<file path="config.mk">
export PLATFORM = sky130hd
export DESIGN_NAME = cht_mod
export DESIGN_NICKNAME = d
export VERILOG_FILES = /design/src/hdl/cht_pkg.sv /design/src/hdl/cht_mod.sv
export SDC_FILE = /design/constraint.sdc
export NUM_CORES = 1
export LEC_CHECK = 0
export BUFFER_PORTS_ARGS = -buffer_cell sky130_fd_sc_hd__buf_2
export CAP_MARGIN = 0
export CORE_MARGIN = 3
export CORE_UTILIZATION = 30
export CTS_CLUSTER_SIZE = 20
export DETAILED_ROUTE_END_ITERATION = 10
export GPL_ROUTABILITY_DRIVEN = 0
export PLACE_DENSITY_LB_ADDON = 0.3
export REMOVE_ABC_BUFFERS = 1
export SYNTH_ARGS = -nofsm -noshare
export SYNTH_HDL_FRONTEND = slang
export SYNTH_SLANG_ARGS = --single-unit
</file>
<file path="constraint.sdc">
create_clock -name clk -period 2.5 [get_ports clk]
set_clock_uncertainty 0.15 [all_clocks]
set_input_delay 0.25 -clock clk [delete_from_list [all_inputs] [get_ports clk]]
set_output_delay 0.25 -clock clk [all_outputs]
set_load 0.01 [all_outputs]
</file>
<file path="src/hdl/cht_pkg.sv">
`timescale 1ns / 1ps
`default_nettype none
// ----------------------------------------------------------------------------
// cht_pkg
// Shared constants and types for the chained hash table.
// ----------------------------------------------------------------------------
package cht_pkg;
  localparam int NUM_BUCKETS = 64;
  localparam int CHAIN_DEPTH = 8;
  localparam int BKT_W = $clog2(NUM_BUCKETS);
  localparam int POS_W = $clog2(CHAIN_DEPTH);
  localparam int LEN_W = $clog2(CHAIN_DEPTH + 1);
  localparam int KEY_W = 31;
  localparam int CNT_W = 7;
  localparam int ADDR_W = BKT_W + POS_W;

  localparam logic [1:0] KIND_INSERT = 2'd0;
  localparam logic [1:0] KIND_SEARCH = 2'd1;
  localparam logic [1:0] KIND_DELETE = 2'd2;
  localparam logic [1:0] KIND_RSVD   = 2'd3;

  localparam logic [2:0] ST_INSERTED  = 3'd0;
  localparam logic [2:0] ST_FOUND     = 3'd1;
  localparam logic [2:0] ST_NOT_FOUND = 3'd2;
  localparam logic [2:0] ST_DELETED   = 3'd3;
  localparam logic [2:0] ST_DEL_FAIL  = 3'd4;
  localparam logic [2:0] ST_FULL      = 3'd5;

  typedef struct packed {
    logic             start;
    logic [KEY_W-1:0] dividend;
    logic [BKT_W:0]   divisor;
  } div_req_t;
endpackage
`default_nettype wire

</file>
<file path="src/hdl/cht_mod.sv">
`timescale 1ns / 1ps
`default_nettype none
// ----------------------------------------------------------------------------
// cht_mod
// Restoring remainder unit, one quotient bit per cycle.
// ----------------------------------------------------------------------------
module cht_mod (
  input  wire logic                    clk,
  input  wire logic                    rst_n,
  input  wire cht_pkg::div_req_t       req,
  output logic                         done,
  output logic [cht_pkg::BKT_W-1:0]    rem
);
  import cht_pkg::*;
  localparam int CW = $clog2(KEY_W + 1);

  logic [KEY_W-1:0] dvd_r;
  logic [BKT_W:0]   dsr_r;
  logic [BKT_W+1:0] rem_r;
  logic [CW-1:0]    cnt_r;
  logic             busy_r;
  logic [BKT_W+1:0] trial;

  always_comb trial = {rem_r[BKT_W:0], dvd_r[KEY_W-1]};

  always_ff @(posedge clk) begin
    if (!rst_n) begin
      busy_r <= 1'b0;
      done   <= 1'b0;
    end else begin
      done <= 1'b0;
      if (req.start) begin
        busy_r <= 1'b1;
        dvd_r  <= req.dividend;
        dsr_r  <= req.divisor;
        rem_r  <= '0;
        cnt_r  <= CW'(KEY_W);
      end else if (busy_r) begin
        dvd_r <= {dvd_r[KEY_W-2:0], 1'b0};
        if (trial >= {1'b0, dsr_r}) rem_r <= trial - {1'b0, dsr_r};
        else rem_r <= trial;
        cnt_r <= cnt_r - 1'b1;
        if (cnt_r == CW'(1)) begin
          busy_r <= 1'b0;
          done   <= 1'b1;
        end
      end
    end
  end

  assign rem = rem_r[BKT_W-1:0];
endmodule
`default_nettype wire

</file>
## Word-level counts from Yosys, hierarchy flattened

Index checks and enable logic that the tools add are counted.

| storage, ports and cells | value |
|---|---|
| flip-flop bits (word level) | 52 |
| output and inout bits | 7 |
| word-level logic and storage cells | 25 |

| cells by class | value |
|---|---|
| add/sub/neg operators | 2 |
| order comparisons | 1 |
| eq/ne operators | 1 |
| muxes and demuxes | 9 |
| bitwise logic cells | 2 |
| reduce and logical (&&, ||, !) cells | 4 |

Operators with widths:

| kind | number |
|---|---|
| $mux 31 | 2 |
| $mux 7 | 2 |
| $ge 8x7->1 | 1 |
| $sub 7x7->7 | 1 |
| $eq 5x1->1 const B | 1 |
| $mux 5 | 1 |
| $sub 5x1->5 const B | 1 |
| $mux 1 | 4 |
| $reduce_and 2->1 | 2 |
| $reduce_or 3->1 | 1 |
| $not 1->1 | 2 |
| $reduce_bool 2->1 | 1 |

## Logic depth before layout (Yosys ltp)

| logic depth | value |
|---|---|
| depth in word-level cells | 4 |
| mapped depth | 9 |
| depth with buffers taken out | 9 |

## Worst setup path after synthesis

OpenSTA, ideal clock, no wires.

| timing | value |
|---|---|
| kind | register to register |
| start | register dvd_r[30] |
| end | register rem_r[2] (data pin) |
| arrival | 1.842 ns |
| data required time | 2.079 ns |
| path slack | 0.237 ns |
| cell stages (with the launch flop) | 10 |
| path through | edfxtp_1 inv_1 ha_1 inv_1 fa_1 a21o_1 a21oi_4 a31oi_2 nor3_1 a211oi_2 |

| on the way | value |
|---|---|
| word-level cells in the longest chain between the ends | 3 |
| elaborated cells on any way between the ends | 4 |

RTL lines:

| item | RTL line | RTL |
|---|---|---|
| start, declared | cht_mod.sv:17 | `logic [KEY_W-1:0] dvd_r;` |
| start signal, assigned | cht_mod.sv:34 | `dvd_r <= req.dividend;` |
| start signal, assigned | cht_mod.sv:39 | `dvd_r <= {dvd_r[KEY_W-2:0], 1'b0};` |
| $sub 7x7->7 or $ge 8x7->1 (tied branches) | cht_mod.sv:40 | `if (trial >= {1'b0, dsr_r}) rem_r <= trial - {1'b0, dsr_r};` |
| $mux 7 (*) | cht_mod.sv:40 |  |
| $mux 7 (*) | cht_mod.sv:38 | `end else if (busy_r) begin` |
| end signal, assigned | cht_mod.sv:40 |  |
| end signal, assigned | cht_mod.sv:41 | `else rem_r <= trial;` |
| end, declared | cht_mod.sv:19 | `logic [BKT_W+1:0] rem_r;` |

Every way passes the cells marked *; elsewhere a longest branch is shown, timed or not. The select of a mux whose other input is x is not followed.
A chain may end at the register's enable or synchronous reset.

## Worst setup path after layout

| timing | value |
|---|---|
| start | register dvd_r[30] |
| end | register rem_r[1] (data pin) |

The elaborated chain is that of the path after synthesis.

==> metrics.txt <==
Req. time, crit path=2.39 ns; Sw Ratio=26.5%; peak supply drop=0.296 mV; FF+latch area=1540 µm²; layout cells sized above 1=41.3%; most common library cells after synthesis=edfxtp_1, mux2_2, inv_1; Reg power frac=55.0%; outcome=complete, no violations; ys flop type=edfxtp_1; clock buffer depth=2; DR top layer=met4; Root Driver=clkbuf_8; DP HPWL=3.27 mm; I/O Pins=48; Max-Cap Viols=0; Int Power=0.00141 W; ANT cells=0; num rows=33; Routed met3 length=353 µm; CTS tree=yes; maximum clock frequency=421 MHz; area leader, netlist=edfxtp_1; Worst Setup SP=dvd_r[30]; sw power=0.000507 W; I/O Buffers=47; reg2reg setup slack=0.12 ns; Starting Density=31.2%; Sinks on Clock Net=52; CP endpoint=rem_r[1]; H-tree depth=2; Comb pwr share=18.6%; via count=1621; Post-Layout Cell Count=345; final setup fails=0; Hold Path Stages=3; Die H=99.2 µm; drt via density=4.70; synthesized area per cell=13.9 µm²; largest net degree at the start of global routing=45; sequential fraction of the synthesis area=59.2%; DRC=0; Syn Std Cell Area=2600 µm²; Remaining Overflow, GRT=0; most numerous cell in the Yosys netlist=edfxtp_1; number of global-route vias before repair=1675; die area=9830 µm²; Async SR Flop Fraction=0%; Overall Global Routing Usage=10.1%; TritonCTS Buffers=5; Max-slew headroom=61.8%; wire length per cell=13.8 µm; wire length on met1=2.11 mm; Crit Path Class=flop to flop; worst-margin pin slew=0.573 ns; met2 wire len=2.22 mm; Gate Count Post-Synth=187; Clk Latency, worst-skew pair=0.31 ns; Critical Path AT=2.27 ns; worst reg2reg endpoint=rem_r[1]; worst r2r src=dvd_r[30]; top-area cell type share of the netlist area=57.7%; Power per Cell Area=614 nW/µm²; Final Hold Vio Count=0; dpl cells=329; Critical Path Start Type=flop; min Tclk post-route=2.38 ns; dominant cells by area after synthesis=edfxtp_1, mux2_2, ha_1; Multi-input gate area=961 µm²; Worst Path Max Fanout=7; depth of the most critical reg-to-reg path=9; CORE AREA=8340 µm²; Detailed Route Iter0 Violations=57; synthesis-stage register bit count=52; Pwr Total=0.00191 W; filler instances=833; initial antenna violation count=0; Area growth syn-to-layout=19.8%; Hold Crit Class=primary input to flop; EDFF count, synth=50; post-synth cell types=40; period utilization=95.1%; Leakage=1.18 nW; Crit. End Element=flop; first-pass GRT wire length=7.80 mm; DRT Pass-1 Iters=4; number of routed nets with antenna violations=0; final wirelength=4.76 mm; NumNets Final=290; yosys warns=0; Clock Pin Slew Worst Setup and Hold Paths=0.10 ns; die width=99.2 µm; Slew Viols, Final=0; power share of the clock group=26.4%
-- per-stage QoR --
step	utilization, %	instance area (µm²)	setup TNS [ns]	hold WS (ns)	setup slack [ns]
detailed placement	35.1	2930	0	0.281	0.0878
CTS	37.1	3090	0	0.0138	0.0350
global route	37.4	3120	-0.0206	0.0128	-0.0206
global placement	35.1	2930	0	0.280	0.104
floorplan	-	2530	0	0.177	0.244
finish	37.4	3120	0	0.0201	0.122
-- layout make-up --
class	count	share of cell area [%]
flip-flops and latches	52	49.4
repair buffers	58	11.2
clock inverters	3	0.722
clock buffers	5	2.21
inverters	12	1.44
multi-input cells	110	30.8
well taps	105	4.21
-- cells in the final DEF, fill, tap and decap left out, types with 2 or more instances in the layout --
cell / instances
a211oi_2: 2
a21oi_1: 8
a31oi_1: 2
and2_1: 2
buf_2: 47
buf_4: 3
clkbuf_8: 5
dfxtp_1: 2
dlygate4sd3_1: 7
edfxtp_1: 50
ha_1: 9
inv_1: 12
mux2_2: 30
mux2i_1: 2
nand2_1: 2
nand2b_1: 5
nand3_1: 5
nand3b_1: 3
nor2_1: 4
nor3_1: 2
nor3_2: 2
nor3b_1: 2
o21a_1: 3
o21ai_0: 5
o22ai_1: 2
xnor2_1: 4
-- routing by layer --
metal,up-vias,track usage (%)
li1,795,-
met1,768,12.6
met2,48,16.3
met3,10,3.58
met4,0,3.15
met5,-,0
-- worst min path at each step --
stage,start,to,slack [ns]
final,rst_n,done,0.02
after global placement,req[1],dsr_r[1],0.28
after global routing,rst_n,done,0.01
after floorplan,req[38],done,0.18
after CTS,rst_n,done,0.01
after detailed placement,req[6],dsr_r[6],0.28
-- cell families (layout without fill, tap and decap cells) --
group,Yosys count,count (layout),synth area share (%)
fa+ha+maj,10,10,5.09
buf+inv,25,78,4.66
mux,32,32,13.7
flops,52,52,59.2
simple gates,33,33,7.16
xor+xnor,4,4,1.35
compound gates,31,31,8.79
-- registers in the layout, indices dropped and copies added, names as in the netlist --
register	count
busy_r	1
cnt_r	5
done	1
dsr_r	7
dvd_r	31
rem_r	7
-- power groups by stage --
stage | combinational, W | clock, W | sequential [W]
6_report | 0.000356 | 0.000504 | 0.00105
5_1_grt | 0.000399 | 0.000559 | 0.00106
4_1_cts | 0.000348 | 0.000529 | 0.00105
3_5_place_dp | 0.000338 | 0 | 0.00107
3_3_place_gp | 0.000333 | 0 | 0.00107
2_1_floorplan | 0.000227 | 0 | 0.00107
-- what timing repair did --
item                                    4_1_cts  5_1_grt
buffers inserted                              0        1
hold endpoints to repair                      7        0
hold buffers                                  7        0
gates resized for setup                       0        3
endpoints found under the setup margin        0        7
-- critical path, cell delays in order, from the launching register on --
cell and delay (ns):
edfxtp_1 0.41, inv_1 0.07, ha_1 0.16, inv_1 0.05, fa_1 0.40, a21o_1 0.20
a21oi_4 0.20, a31oi_4 0.16, o21ai_0 0.21, a21oi_1 0.09
Power figures use the tool's default switching activity.
